**config.mk**
```make
export PLATFORM = sky130hd
export DESIGN_NAME = bcd_up_down_digit_counter
export DESIGN_NICKNAME = d
export VERILOG_FILES = /design/src/bcdc_pkg.sv /design/src/bcd_up_down_digit_counter.sv /design/src/bcdc_step.sv
export VERILOG_INCLUDE_DIRS = /design/src /design/src/src
export SDC_FILE = /design/constraint.sdc
export NUM_CORES = 1
export LEC_CHECK = 0
export ABC_AREA = 1
export BUFFER_PORTS_ARGS = -buffer_cell sky130_fd_sc_hd__buf_2
export CORE_MARGIN = 8
export CORE_UTILIZATION = 52
export CTS_BUF_LIST = sky130_fd_sc_hd__clkbuf_4
export DETAILED_ROUTE_END_ITERATION = 10
export PLACE_DENSITY = 0.86
export SLEW_MARGIN = 40
export SYNTH_ARGS = -nofsm -noshare
export SYNTH_HDL_FRONTEND = slang
export SYNTH_SLANG_ARGS = --single-unit
export TNS_END_PERCENT = 20
```
**constraint.sdc**
```tcl
create_clock -name clk -period 5.2 [get_ports clk]
set_input_delay 0 -clock clk [delete_from_list [all_inputs] [get_ports clk]]
set_output_delay 0 -clock clk [all_outputs]
set_load 0.005 [all_outputs]
```
**src/bcd_up_down_digit_counter_defines.svh**
```systemverilog
// assertion macros shared by the rtl
`ifndef BCD_UP_DOWN_DIGIT_COUNTER_DEFINES_SVH
`define BCD_UP_DOWN_DIGIT_COUNTER_DEFINES_SVH

// same-cycle implication, checked outside reset
`define BCDC_ASSERT_NOW(label, ante, cons, msg) \
  label: assert property (@(posedge clk) disable iff (!rst_n) (ante) |-> (cons)) \
    else $error(msg);

// next-cycle implication, checked outside reset
`define BCDC_ASSERT_NEXT(label, ante, cons, msg) \
  label: assert property (@(posedge clk) disable iff (!rst_n) (ante) |=> (cons)) \
    else $error(msg);

`endif

```
**src/bcdc_pkg.sv**
```systemverilog
package bcdc_pkg;

  localparam logic signed [15:0] CAPACITY_MAX = 16'sd9999;
  localparam logic [13:0]        LIMIT_RESET  = 14'd9999;

  // register index decoded from paddr[2]
  localparam logic REG_COUNT_LIMIT = 1'b0;

  // digit positions
  localparam logic [1:0] POS_UNITS     = 2'd0;
  localparam logic [1:0] POS_TENS      = 2'd1;
  localparam logic [1:0] POS_HUNDREDS  = 2'd2;
  localparam logic [1:0] POS_THOUSANDS = 2'd3;

  // operation codes
  localparam logic OP_STEP  = 1'b0;
  localparam logic OP_CLEAR = 1'b1;

  typedef enum logic {
    S_IDLE,
    S_STEP
  } bcdc_fsm_t;

  // counter state: digit[0] units .. digit[3] thousands, plus binary count
  typedef struct packed {
    logic [3:0][3:0]    digit;
    logic signed [15:0] count;
  } bcdc_ctr_t;

  function automatic logic [9:0] weight_of(input logic [1:0] pos);
    logic [9:0] w;
    unique case (pos)
      POS_UNITS:     w = 10'd1;
      POS_TENS:      w = 10'd10;
      POS_HUNDREDS:  w = 10'd100;
      POS_THOUSANDS: w = 10'd1000;
      default:       w = 10'd1;
    endcase
    return w;
  endfunction

endpackage

```
**src/bcd_up_down_digit_counter.sv**
```systemverilog
// Four-digit BCD up/down counter with a signed 16-bit binary shadow count.
// An input word either clears the counter or applies "amount" unit steps at
// one digit position (units, tens, hundreds, thousands), adding or
// subtracting; each step saturates the count at the 16-bit signed bounds,
// carries or borrows through the digits, skips the thousands bump once the
// count passes 9999 and skips the digit borrow while the count is negative.
// The thousands digit wraps modulo 16. Every input word yields exactly one
// output word holding the digits, the count and the over_limit,
// over_capacity and below_zero flags. A single step unit applies one unit
// step per clock: a word is accepted, then each of its unit steps is
// applied (none for a clear or a zero amount), then the output register is
// loaded; in_tready is low from acceptance until that load. The
// output register lets the next word be accepted while a result waits; a
// result that is not taken holds the following word in its last cycle.
// count_limit sits at byte address 0 of the apb port; writes of 0 or above
// 9999 store 9999, and a write never changes the counter.
`include "bcd_up_down_digit_counter_defines.svh"

module bcd_up_down_digit_counter (
  input  logic        clk,
  input  logic        rst_n,
  // input stream
  input  logic        in_tvalid,
  output logic        in_tready,
  input  logic [7:0]  in_tdata,   // direction[0], digit_position[2:1], amount[6:3], zero[7]
  input  logic        in_tuser,   // operation[0]
  // result stream
  output logic        out_tvalid,
  input  logic        out_tready,
  output logic [39:0] out_tdata,  // units_digit[3:0], tens_digit[7:4],
                                  // hundreds_digit[11:8], thousands_digit[15:12],
                                  // count_value[31:16], over_limit[32],
                                  // over_capacity[33], below_zero[34], zero[39:35]
  // configuration
  input  logic        cfg_psel,
  input  logic        cfg_penable,
  input  logic        cfg_pwrite,
  input  logic [2:0]  cfg_paddr,
  input  logic [31:0] cfg_pwdata,
  output logic [31:0] cfg_prdata,
  output logic        cfg_pready
);
  import bcdc_pkg::*;

  // control
  bcdc_fsm_t   state_r, state_nxt;
  logic [3:0]  rem_r, rem_nxt;          // unit steps still to apply
  logic [1:0]  pos_r, pos_nxt;
  logic        sub_r, sub_nxt;
  logic        out_valid_r, out_valid_nxt;
  logic        out_load;

  // counter state and the shared step unit
  bcdc_ctr_t   ctr_r, ctr_nxt, ctr_step;
  logic [39:0] out_data_r;
  logic [13:0] limit_r;

  // word fields
  logic        in_op;
  logic        in_dir;
  logic [1:0]  in_pos;
  logic [3:0]  in_amount;
  logic        in_fire;

  // result flags
  logic        flag_over_limit;
  logic        flag_over_cap;
  logic        flag_below;

  // config write
  logic        cfg_write;
  logic [13:0] cfg_limit_val;

  assign in_op     = in_tuser;
  assign in_dir    = in_tdata[0];
  assign in_pos    = in_tdata[2:1];
  assign in_amount = in_tdata[6:3];

  assign in_tready = (state_r == S_IDLE);
  assign in_fire   = in_tvalid && in_tready;

  bcdc_step u_step (
    .cur      (ctr_r),
    .pos      (pos_r),
    .subtract (sub_r),
    .nxt      (ctr_step)
  );

  // sequencer: accept, run the step unit rem times, then hand off to output
  always_comb begin
    state_nxt     = state_r;
    rem_nxt       = rem_r;
    pos_nxt       = pos_r;
    sub_nxt       = sub_r;
    ctr_nxt       = ctr_r;
    out_load      = 1'b0;
    out_valid_nxt = out_valid_r && !out_tready;
    unique case (state_r)
      S_IDLE: begin
        if (in_fire) begin
          pos_nxt   = in_pos;
          sub_nxt   = in_dir;
          state_nxt = S_STEP;
          if (in_op == OP_CLEAR) begin
            ctr_nxt = '0;
            rem_nxt = 4'd0;
          end else begin
            rem_nxt = in_amount;
          end
        end
      end
      S_STEP: begin
        if (rem_r != 4'd0) begin
          ctr_nxt = ctr_step;
          rem_nxt = rem_r - 4'd1;
        end else if (!out_valid_r || out_tready) begin
          // output slot is free or being emptied this cycle
          out_load      = 1'b1;
          out_valid_nxt = 1'b1;
          state_nxt     = S_IDLE;
        end
      end
      default: state_nxt = S_IDLE;
    endcase
  end

  always_ff @(posedge clk) begin
    if (!rst_n) begin
      state_r     <= S_IDLE;
      rem_r       <= 4'd0;
      out_valid_r <= 1'b0;
      ctr_r       <= '0;
    end else begin
      state_r     <= state_nxt;
      rem_r       <= rem_nxt;
      out_valid_r <= out_valid_nxt;
      ctr_r       <= ctr_nxt;
    end
  end

  always_ff @(posedge clk) begin
    pos_r <= pos_nxt;
    sub_r <= sub_nxt;
  end

  // flags come from the finished counter state
  assign flag_over_limit = ctr_r.count > $signed({2'b00, limit_r});
  assign flag_over_cap   = ctr_r.count > CAPACITY_MAX;
  assign flag_below      = ctr_r.count[15];

  always_ff @(posedge clk) begin
    if (out_load) begin
      out_data_r <= {5'd0, flag_below, flag_over_cap, flag_over_limit,
                     ctr_r.count, ctr_r.digit};
    end
  end

  assign out_tvalid = out_valid_r;
  assign out_tdata  = out_data_r;

  // configuration port, no wait states
  assign cfg_pready    = 1'b1;
  assign cfg_write     = cfg_psel && cfg_penable && cfg_pwrite && cfg_pready;
  assign cfg_limit_val = cfg_pwdata[13:0];

  always_ff @(posedge clk) begin
    if (!rst_n) begin
      limit_r <= LIMIT_RESET;
    end else if (cfg_write && cfg_paddr[2] == REG_COUNT_LIMIT) begin
      if (cfg_limit_val == 14'd0 || cfg_limit_val > LIMIT_RESET) begin
        limit_r <= LIMIT_RESET;
      end else begin
        limit_r <= cfg_limit_val;
      end
    end
  end

  assign cfg_prdata = (cfg_paddr[2] == REG_COUNT_LIMIT) ? {18'd0, limit_r} : 32'd0;

  // checks
  `BCDC_ASSERT_NEXT(a_busy_after_accept, in_fire, !in_tready, "accepted word did not make block busy")
  `BCDC_ASSERT_NOW(a_idle_no_steps, state_r == S_IDLE, rem_r == 4'd0, "steps pending while idle")
  `BCDC_ASSERT_NOW(a_limit_range, 1'b1, limit_r != 14'd0 && limit_r <= LIMIT_RESET, "count_limit out of range")
  `BCDC_ASSERT_NOW(a_bcd_digits, 1'b1, ctr_r.digit[0] <= 4'd9 && ctr_r.digit[1] <= 4'd9 && ctr_r.digit[2] <= 4'd9, "low digit left bcd range")

endmodule

```
**src/bcdc_step.sv**
```systemverilog
module bcdc_step (
  input  bcdc_pkg::bcdc_ctr_t cur,
  input  logic [1:0]          pos,
  input  logic                subtract,
  output bcdc_pkg::bcdc_ctr_t nxt
);
  import bcdc_pkg::*;

  logic signed [16:0] delta;
  logic signed [16:0] sum;
  logic signed [15:0] cnt_sat;
  logic [3:0]         chain;

  // one unit step: saturating count update, then digit carry or borrow
  always_comb begin
    delta = {7'd0, weight_of(pos)};
    if (subtract) begin
      delta = -delta;
    end
    sum = {cur.count[15], cur.count} + delta;
    unique case (sum[16:15])
      2'b01:   cnt_sat = 16'sh7fff;
      2'b10:   cnt_sat = 16'sh8000;
      default: cnt_sat = sum[15:0];
    endcase

    nxt       = cur;
    nxt.count = cnt_sat;
    chain     = 4'd0;

    if (!subtract) begin
      if (pos == POS_THOUSANDS) begin
        if (cnt_sat <= CAPACITY_MAX) begin
          nxt.digit[3] = cur.digit[3] + 4'd1;
        end
      end else begin
        // carry ripples up from the chosen digit
        for (int i = 0; i < 3; i++) begin
          chain[i] = (pos == 2'(i)) || (i != 0 && chain[i-1] && pos < 2'(i));
          if (chain[i]) begin
            nxt.digit[i] = (cur.digit[i] >= 4'd9) ? 4'd0 : cur.digit[i] + 4'd1;
          end
          chain[i] = chain[i] && (cur.digit[i] >= 4'd9);
        end
        if (chain[2]) begin
          nxt.digit[3] = cur.digit[3] + 4'd1;
        end
      end
    end else if (!cnt_sat[15]) begin
      // borrow ripples up; a position above the chosen one borrows only when the digit below it wrapped
      for (int i = 0; i < 3; i++) begin
        chain[i] = (pos == 2'(i)) || (pos < 2'(i) && (i == 0 || chain[i-1]));
        if (chain[i]) begin
          nxt.digit[i] = (cur.digit[i] == 4'd0) ? 4'd9 : cur.digit[i] - 4'd1;
        end
        chain[i] = chain[i] && (cur.digit[i] == 4'd0);
      end
      chain[3] = (pos == POS_THOUSANDS) || chain[2];
      if (chain[3]) begin
        nxt.digit[3] = cur.digit[3] - 4'd1;
      end
    end
  end

endmodule

```
* Yosys cells after proc, flatten, opt, wreduce, memory -nomap -nowiden
Index checks and enable logic that the tools add are counted.
W data, S select, Z words.
** Storage, ports and cells
- Register bits :: 90
- Input bits :: 51
- Output and inout bits :: 75
- Logic and storage cells :: 134
** Cells by class
- Add/subtract/negate cells :: 11
- Order comparisons :: 10
- Equality and inequality tests :: 19
- Mux-type cells :: 42
- Bitwise logic cells :: 2
- Reduce and logical (&&, ||, !) cells :: 38
** Operator list (number)
- $mux W32 :: 3
- $mux W4 :: 19
- $pmux W32 S2 :: 1
- $pmux W10 S4 :: 1
- $mux W16 :: 2
- $pmux W16 S2 :: 1
- $mux W14 :: 2
- $reduce_and A7 Y1 :: 4
- $sub A4 B1 Y4 const B :: 5
- $add A17 B17 Y17 :: 1
- $mux W17 :: 1
- $neg A10 Y17 :: 1
- $add A4 B1 Y4 const B :: 4
- $gt A16 B15 Y1 :: 1
- $gt A16 B15 Y1 const B :: 1
- $le A16 B15 Y1 const B :: 1
- $logic_and A1 B1 Y1 :: 15
- $gt A14 B14 Y1 const B :: 1
- $logic_not A14 Y1 :: 1
- $ge A4 B4 Y1 const B :: 3
- $logic_not A4 Y1 :: 3
- $mux W12 :: 1
- $ne A3 B2 Y1 const B :: 4
- $mux W1 :: 9
- other kinds (18) :: 37

* Longest topological paths before layout
Gate-level depths: netlist of the first run.
- Depth after elaboration :: 15
- Gate-level depth with buffers :: 29
- Mapped depth without buffers :: 28

* By module
A second synthesis of the first run with hierarchy kept.
** Unflattened totals
- Cells, all modules :: 873
- Area total of the unflattened synthesis :: 6214.7 sq um
** Modules (own cells, without submodules)
- bcd_up_down_digit_counter :: times used 1, cells an instance 429, area each 3852.4 sq um, sequential area each 2152.1 sq um
- bcdc_step :: times used 1, cells an instance 444, area each 2362.3 sq um, sequential area each 0.0 sq um

* Worst setup path after synthesis of the first run
OpenSTA, ideal clock, no wires.
- Kind :: register to register
- From :: reg sub_r
- To :: reg ctr_r[31] in the netlist's numbering
- Setup time :: 114 ps
- Arrival time :: 3555 ps
- Required time :: 5086 ps
- Path slack :: 1531 ps
- Stages on the path, launching flop included :: 28
- Path buffers :: 1
- Period minus slack after synthesis :: 3669 ps
- Path through :: edfxtp_1 clkbuf_1 inv_1 nand2_1 nand2_1 ha_1 nand2_1 inv_1 a21oi_1 nand2_2 nand2_2 nand2_1 nand2_1 nand2_4 ha_1 clkinv_1 a21oi_1 o21ai_0 nand2_1 nand3_1 nand2_1 nand2_1 nand2_1 nand2_1 nand2_2 nand2_4 nor2_1 nor2_2
** Between the ends
- Word-level cells in the longest chain between the ends :: 7
- Elaborated cells on any way between the ends :: 14
- Classes of those cells :: add/sub: 1; order compare: 1; eq/ne: 6; mux: 5; reduce/logical: 1
** RTL lines
- from (decl) :: RTL line bcd_up_down_digit_counter.sv:49 : logic sub_r, sub_nxt;
- from (signal assigned) :: RTL line bcd_up_down_digit_counter.sv:143 : sub_r <= sub_nxt;
- $mux W17 :: RTL line bcdc_step.sv:17 : if (subtract) begin
- $add A17 B17 Y17 :: RTL line bcdc_step.sv:20 : sum = {cur.count[15], cur.count} + delta;
- $eq A2 B2 Y1 / $eq A2 B1 Y1 (equally long branches) :: RTL line bcdc_step.sv:21 : unique case (sum[16:15])
- $pmux W16 S2 :: RTL line bcdc_step.sv:21
- $le A16 B15 Y1 :: RTL line bcdc_step.sv:33 : if (cnt_sat <= CAPACITY_MAX) begin
- $ne A4 B3 Y1 (no source line)
- $reduce_and A7 Y1 (no source line)
- to (signal assigned) :: RTL line bcd_up_down_digit_counter.sv:137 : ctr_r <= ctr_nxt;
- to (decl) :: RTL line bcd_up_down_digit_counter.sv:54 : bcdc_ctr_t ctr_r, ctr_nxt, ctr_step;
Parallel ways exist; a longest one is shown, timed or not. The select of a mux whose other input is x is not followed.
A chain may end at the register's enable or synchronous reset.

* Worst setup path in the final report of the first run
Ends and elaborated chain as after synthesis.

==> results.toml, run 1 <==
[routing]
drc = 0
drt-initial-drc-count = 306
antenna_left = 0
viasPerCell = 5.27
vias = 5194
first_pass_iters = 4
routed_wl_mm = 13.9
wire_per_inst_um = 14.1

[layout]
drive_gt1_frac = 0.161
fin_nets = 937
diodes = 0
fillers = 954
final_util = 0.613
area_growth_pct = 16.8

[synth]
synth_area_leader_cell = "edfxtp_1"
synth_top_family_by_area = "simple AND/OR/NAND/NOR gates"
synth_seq_cells = 89
ys_seq_area_frac = 0.383
syn_inst = 730
synthMuxAreaShare = 0
synthSimpleGateAreaFrac = 0.237
synth_top_area_frac = 0.198
synth-compound-area-share = 0.141
syn_area_per_cell_um2 = 7.69
synth_area_leaders = "edfxtp_1 20%, dfxtp_1 19%, nand2_1 11%, ha_1 9.8%, inv_1 6.3%"
synthArstFlopShare = 0
synth_edf_count = 37
synth_warnings = 0
synth_area_um2 = 5620
yosysMostFrequentCell = "nand2_1"
synthAdderAreaFrac = 0.105
ys.flop_type = "dfxtp_1"
ys_types = 50
synth_common_cells = "160 x nand2_1, 94 x inv_1, 69 x nor2_1"
synthXorXnorAreaFrac = 0.0203

[cts]
cts.root.buffer_cell = "clkbuf_4"
cts_resized = 0
clock_latency_ns = 0.45
cts_buffers = 9
cts.sinks = 89
cts-htree-levels = 3
cts_setup_buffers = 0
clockBufferDepth = 2
cts_tree = "done"
ctsHoldBuffers = 32
clk_pin_slew_worst_paths_ns = 0.14

[global_routing]
grt-ovfl-total = 0
grt_pass1_wl_mm = 23.0
grt_pass1_vias = 4972
grt_util_all_layers = 0.192
grt_max_degree = 31
antenna_found_initial = 0

[sta]
slew_violations = 0
fin_crit_ns = 4.42
setup_violations = 0
hold_viol_final = 0
tns_ns = 0
final.setup_skew_ns = 0.0171
finalHoldWorstSlack_ns = 0.0492
worst_pin_slew_ns = 0.766
fin_crit_sh = 0.851
rsz0062_at_grt = "false"
fin_ws_ns = 0.777
slew_headroom = 0.489
fmax_mhz = 226

[die]
row_count = 38
die_x_um = 120
die_y_um = 120
coreArea_um2 = 10700
start_util = 0.525
die_area_um2 = 14400
ioPinCount = 126

[setup_path]
crit_fanout = 13
worst-setup-path-type = "flip-flop to flip-flop"
cp-start-kind = "flip-flop"
cp-end-kind = "flip-flop"
crit_arrival_ns = 4.77
r2r_cells = 26
cp.required_ns = 5.55
timing.rr.start = "sub_r"
rr_endpoint = "ctr_r[31]"
r2r_slack_ns = 0.78

[power]
p_per_area_nw_per_um2 = 311
peakVddDrop_mv = 0.183
p_leak_nw = 3.13

[placed_design]
gp_congestion = 0.907
post-place-ws_ns = 0.860
port_buffers = 80
hpwl_mm = 10.3

[run_status]
outcome = "complete, no violations"

[flow_run]
cap_violations = 0

[min_path]
holdPathStages = 3
hp-class = "input pin to flip-flop"
min_from = "rst_n"
whs_endpoint = "ctr_r[29]"
## metal layers
layer	track usage	vias to the layer above	share of wire
met3	0.0413	29	0.078
met2	0.337	207	0.49
met4	0.0671	0	0.017
met5	0	-	0
met1	0.226	2377	0.41
li1	-	2581	-
## cells in the final DEF, fill, tap and decap left out, drive strengths merged, types with 5 or more instances in the layout
| cell type | instances |
|---|---|
| o22ai | 9 |
| dfxtp | 52 |
| edfxtp | 37 |
| clkbuf | 9 |
| buf | 83 |
| a211oi | 5 |
| nor2 | 74 |
| nand3 | 30 |
| nand2 | 173 |
| inv | 102 |
| xor2 | 9 |
| dlygate4sd3 | 32 |
| nor4 | 5 |
| conb | 24 |
| ha | 44 |
| a21oi | 60 |
| nor3 | 10 |
| o21ai | 45 |
## cell type report
| cell class | count | area, µm² | area share |
|---|---|---|---|
| multi-input cells | 523 | 2920 | 0.445 |
| repair buffers | 115 | 763 | 0.116 |
| well taps | 140 | 175 | 0.0267 |
| flip-flops and latches | 89 | 2150 | 0.328 |
| clock buffers | 9 | 67.6 | 0.0103 |
| clock inverters | 7 | 93.8 | 0.0143 |
| inverters | 102 | 388 | 0.0591 |
## cell families after synthesis
logic type / after synthesis
AOI/OAI and AO/OA: 137
xor gates and xnor gates: 13
adders and majority gates: 46
buffers and inverters: 140
DFF: 89
other: 2
and+or+nand+nor: 303
## report_power, final
group          leakage (nW)  total (mW)  switching, mW  internal [mW]
Combinational          2.27       0.719          0.449          0.270
Clock                0.0823       0.434          0.239          0.195
Sequential            0.775       0.888         0.0738          0.815
Total                  3.13        2.04          0.762           1.28
## worst max path at each step
| stage | start | endpoint | cells past startpoint |
|---|---|---|---|
| 2_1_floorplan | sub_r | ctr_r[31] | 27 |
| 3_3_place_gp | sub_r | ctr_r[31] | 26 |
| 3_5_place_dp | sub_r | ctr_r[31] | 26 |
| 4_1_cts | sub_r | ctr_r[31] | 26 |
| 5_1_grt | sub_r | ctr_r[31] | 26 |
| 6_report | sub_r | ctr_r[31] | 26 |
## state kept, by name, indices dropped and copies added, names as in the netlist
name	count
out_tvalid	1
limit_r	14
ctr_r	32
sub_r	1
out_tdata	34
rem_r	4
state_r	1
pos_r	2
## metrics by stage
step                instance area, µm²  total power [mW]  cells
floorplan                         5700              1.42    752
global placement                  6050              1.56    936
detailed placement                6080              1.60    937
CTS                               6560              2.05    985
global route                      6560              2.19    985
finish                            6560              2.04    985
## worst max-delay path: stages, from the launching register on
cell and delay, ns:
edfxtp_1 0.77, inv_1 0.25, nand2_1 0.11, nand2_1 0.10, ha_1 0.35, nand2_1 0.09
nand2_1 0.07, a21oi_1 0.16, nand2_2 0.12, nand2_2 0.08, nand2_1 0.05, nand2_1 0.10
nand2_4 0.07, ha_1 0.50, clkinv_1 0.41, a21oi_1 0.21, o21ai_0 0.12, nand2_1 0.08
nand3_1 0.07, nand2_1 0.06, nand2_1 0.04, nand2_1 0.05, nand2_1 0.08, nand2_2 0.12
nand2_4 0.08, nor2_1 0.13, nor2_2 0.05
Note: power is estimated with default switching activity, not from simulation.
==> inputs of run 2 (changes only) <==
CTS_BUF_LIST = sky130_fd_sc_hd__clkbuf_16   (was sky130_fd_sc_hd__clkbuf_4)
==> run 2 against run 1 <==
Effect of this change: clock-buffer cell count unchanged; sequential power about the same; fmax up 0.93%; power up 12%; hold slack worse by 0.030 ns; setup slack better by 0.041 ns; critical path type unchanged; largest power group unchanged; highest routed layer unchanged.
==> results.toml, run 2 (synthesized netlist as in run 1, its figures left out) <==
[setup_path]
crit_arrival_ns = 4.61
crit_slowest_cell = "edfxtp_1"
r2r_cells = 25
rr_endpoint = "ctr_r[31]"
cp-end-kind = "flip-flop"
crit_path_frequent_cell = "nand2_1"
r2r_slack_ns = 0.82
cp-start-kind = "flip-flop"
cpPeakStageDelay_ns = 0.74
cp.required_ns = 5.43
timing.rr.start = "sub_r"
crit_fanout = 13
worst-setup-path-type = "flip-flop to flip-flop"

[layout]
area_growth_pct = 17.5
fillers = 936
fin_nets = 925
layout_commonest_cell = "nand2_1"
final_cell_mix = "160 x nand2_1, 94 x inv_1, 80 x buf_2, 68 x nor2_1, 58 x a21oi_1"
largest_reg_flops = 34
drive_gt1_frac = 0.163
diodes = 0

[cts]
clock_latency_ns = 0.34
ctsHoldBuffers = 20
clockBufferDepth = 2
clk_pin_slew_worst_paths_ns = 0.06
cts_tree = "done"
cts.sinks = 89
cts.root.buffer_cell = "clkbuf_16"
cts_resized = 0
cts_setup_buffers = 0
cts-htree-levels = 3
cts_buffers = 9

[die]
die_area_um2 = 14400
ioPinCount = 126
die_y_um = 120
die_x_um = 120
row_count = 38
start_util = 0.525
coreArea_um2 = 10700

[power]
p_per_area_nw_per_um2 = 347
peakVddDrop_mv = 0.229
p_leak_nw = 3.17

[global_routing]
grt_pass1_wl_mm = 22.8
grt_pass1_vias = 4941
grt_util_all_layers = 0.191
antenna_found_initial = 0
grt_max_degree = 31
grt-ovfl-total = 0

[sta]
fin_crit_ns = 4.38
tns_ns = 0
hold_viol_final = 0
slew_headroom = 0.502
final.setup_skew_ns = 0.00539
fmax_mhz = 228
finalHoldWorstSlack_ns = 0.0192
setup_violations = 0
rsz0062_at_grt = "false"
worst_pin_slew_ns = 0.746
fin_crit_sh = 0.843
slew_violations = 0

[routing]
drt-initial-drc-count = 370
viasPerCell = 5.27
vias = 5130
first_pass_iters = 5
routed_wl_mm = 13.8
wire_per_inst_um = 14.1
antenna_left = 0
drc = 0

[min_path]
whs_endpoint = "rem_r[0]"
hp-class = "input pin to flip-flop"
holdPathStages = 3
min_from = "in_tdata[3]"

[flow_run]
cap_violations = 0

[placed_design]
gp_congestion = 0.907
hpwl_mm = 10.3
port_buffers = 80

[run_status]
outcome = "complete, no violations"
==> run 2: worst max path at each step <==
stage | start | endpoint | slack, ns | cells past startpoint
3_5_place_dp | sub_r | ctr_r[31] | 0.86 | 26
3_3_place_gp | sub_r | ctr_r[31] | 0.94 | 26
2_1_floorplan | sub_r | ctr_r[31] | 1.53 | 27
4_1_cts | sub_r | ctr_r[31] | 0.82 | 26
5_1_grt | sub_r | ctr_r[28] | 0.38 | 27
6_report | sub_r | ctr_r[31] | 0.82 | 25
==> run 2: cell type report <==
class,instances,area (µm²),share of cell area
timing repair buffer,103,643,0.0974
sequential,89,2150,0.326
inverter,102,388,0.0588
clock inverter,7,93.8,0.0142
multi-input combinational,523,2920,0.443
tap,140,175,0.0265
clock buffer,9,225,0.0341
==> run 2: worst max-delay path, delay by kind of cell (launching register included) <==
kind / cells / cell delay [ns]
simple gates: 19 / 1.69
fa+ha+maj: 2 / 0.86
flops: 1 / 0.74
buf+inv: 2 / 0.66
compound gates: 2 / 0.33
==> run 2: report_power, final <==
group / switching (mW) / internal, mW
clock network: 0.268 / 0.421
logic: 0.448 / 0.266
registers: 0.0734 / 0.816
==> run 2: routing by layer <==
layer	routed length [µm]	global-route usage
met1	5570	0.226
met2	6750	0.333
met3	1210	0.0470
met4	223	0.0617
met5	0	0
==> run 2: through the flow <==
step,cells,total power [mW],setup slack [ns],instance area (µm²),utilization
floorplan,752,1.42,1.53,5700,-
finish,973,2.29,0.817,6600,0.617
CTS,973,2.30,0.816,6600,0.617
global placement,936,1.56,0.944,6050,0.566
global route,973,2.44,0.377,6600,0.617
detailed placement,937,1.60,0.860,6080,0.568
==> inputs of run 3 (changes only) <==
ABC_AREA = 0   (was 1)
CORE_UTILIZATION = 50   (was 52)
clock period = 3.71 ns   (was 5.2 ns; I/O delays follow)
==> run 3 against run 2 <==
Effect of this change: die area grew 4.9%; wire length grew 40%; synthesized area grew 1.6%; combinational power grew 64%; clock-buffer cell count is the same; clock skew grew 0.0045 ns; power grew 42%; the run now ends with negative setup slack left; critical path type unchanged; critical endpoint unchanged.
==> results.toml, run 3 <==
[global_routing]
grt_util_all_layers = 0.233
grt_pass1_wl_mm = 27.8
grt_max_degree = 36
grt_pass1_vias = 5831
met2_usage = 0.409
grt-ovfl-total = 0
busiest_layer = "met2"
use_met1 = 0.244
grt_use_met3 = 0.0612
antenna_found_initial = 0

[placed_design]
port_buffers = 80
gp_congestion = 0.985
hpwl_mm = 12.0

[synth]
syn_inst = 654
synth_warnings = 0
synth_edf_count = 37
synth_area_um2 = 5710
ys.flop_type = "dfxtp_1"
ys_types = 80
synth_area_leaders = "edfxtp_1 19%, dfxtp_1 18%, ha_1 9.6%, nor2_1 5.9%, a21oi_1 5.2%"
yosysMostFrequentCell = "nor2_1"
synth_seq_cells = 89
synth_common_cells = "90 x nor2_1, 59 x a21oi_1, 52 x dfxtp_1"
ys_seq_area_frac = 0.377
syn_area_per_cell_um2 = 8.72
synth_area_leader_cell = "edfxtp_1"
synth_top_area_frac = 0.195
synthArstFlopShare = 0

[cts]
cts-htree-levels = 3
cts.sinks = 89
clock_latency_ns = 0.36
cts.root.buffer_cell = "clkbuf_16"
cts_tree = "done"
clockBufferDepth = 2
cts_buffers = 9
clk_pin_slew_worst_paths_ns = 0.07

[layout]
diodes = 0
layout_commonest_cell = "buf_4"
final_util = 0.694
drive_gt1_frac = 0.313
largest_reg_flops = 34
area_growth_pct = 37.1
fin_nets = 945
final_cell_mix = "95 x buf_4, 83 x nor2_1, 80 x buf_2, 54 x a21oi_1, 52 x dfxtp_1"

[sta]
fin_ws_ns = -0.656
tns_ns = -6.21
finalHoldWorstSlack_ns = 0.0119
fin_crit_sh = 1.18
worst_pin_slew_ns = 0.639
slew_violations = 0
slew_headroom = 0.571
setup_violations = 27
fin_crit_ns = 4.37
rsz0062_at_grt = "true"
hold_viol_final = 0
final.setup_skew_ns = 0.00985
fmax_mhz = 229

[min_path]
hp-class = "input pin to flip-flop"

[routing]
first_pass_iters = 7
routed_wl_mm = 19.2
drc = 0
viasPerCell = 5.94
wire_per_inst_um = 19.3
drt-initial-drc-count = 603
antenna_left = 0
vias = 5914

[setup_path]
cp-end-kind = "flip-flop"
crit_arrival_ns = 4.60
worst-setup-path-type = "flip-flop to flip-flop"
cp.required_ns = 3.95
crit_fanout = 5
cp-start-kind = "flip-flop"

[power]
p_per_area_nw_per_um2 = 417
peakVddDrop_mv = 0.497
p_leak_nw = 3.29

[die]
ioPinCount = 126
die_x_um = 123
start_util = 0.506
die_area_um2 = 15100
die_y_um = 123
coreArea_um2 = 11300
row_count = 39

[flow_run]
cap_violations = 0

[run_status]
violations = "negative setup slack"
outcome = "finished with violations"
-- run 3: critical path: stages, from the launching register on --
cell and delay, ns:
edfxtp_1 0.59, nand2_2 0.17, xnor2_4 0.23, buf_4 0.18, ha_4 0.21, a21oi_1 0.25
o21ai_2 0.10, a31oi_2 0.17, and2_4 0.19, xnor2_2 0.08, ha_4 0.31, inv_4 0.04
or4_1 0.40, o211a_1 0.25, a311oi_2 0.28, o21ai_2 0.12, nor4b_4 0.16, o21a_4 0.23
o31ai_2 0.17, a21oi_1 0.08
-- run 3: report_power, final --
part	switching, mW	total [mW]	internal [mW]	leakage (nW)
clock network	0.408	0.935	0.527	0.144
registers	0.0558	1.16	1.10	0.781
logic	0.642	1.17	0.530	2.36
-- run 3: cells by family (layout without fill, tap and decap cells) --
| logic type | Yosys count | in the layout | share of synthesized area |
|---|---|---|---|
| DFF | 89 | 89 | 0.377 |
| buffers and inverters | 90 | 267 | 0.0765 |
| adders and majority gates | 46 | 46 | 0.104 |
| xor gates and xnor gates | 13 | 13 | 0.0200 |
| other | 2 | 24 | 0.00132 |
| muxes | 6 | 6 | 0.0132 |
| AOI/OAI and AO/OA | 187 | 187 | 0.219 |
| and+or+nand+nor | 221 | 221 | 0.189 |
-- run 3: repair_timing --
item,4_1_cts,5_1_grt
gates resized for setup,25,36
endpoints found under the setup margin,30,30
buffers inserted,10,7
hold buffers,29,0
hold endpoints to repair,20,0
pin swaps,14,22
-- run 3: per-layer routing --
metal / vias up / routed length, µm
li1: 2725 / -
met1: 2722 / 6930
met2: 365 / 9590
met3: 102 / 1660
met4: 0 / 1050
met5: - / 0
-- run 3: cell type report --
class | instances | area [µm²]
Timing Repair Buffer | 209 | 1480
Clock buffer | 9 | 225
Tap cell | 143 | 179
Fill cell | 786 | 3450
Inverter | 42 | 160
Sequential cell | 89 | 2150
Multi-Input combinational cell | 497 | 3550
Clock inverter | 7 | 76.3
-- run 3: worst paths after layout --
| kind | slack (ns) | cells after the start | from | end |
|---|---|---|---|---|
| setup / recovery | -0.66 | 19 | pos_r[1] | ctr_r[31] |
| hold reg to reg | 0.48 | 0 | ctr_r[30] | out_tdata[14] |
| hold / removal | 0.01 | 3 | in_tdata[4] | rem_r[1] |
| setup reg to reg | -0.66 | 19 | pos_r[1] | ctr_r[31] |
-- run 3: through the flow --
stage	worst slack, ns	total power [mW]	area (µm²)	cells
6_report	-0.656	3.26	7830	996
4_1_cts	-0.478	3.14	7610	989
3_5_place_dp	-0.623	2.11	6810	934
3_3_place_gp	-0.391	2.10	6810	934
2_1_floorplan	-0.393	1.74	5880	676
5_1_grt	-0.791	3.39	7830	996
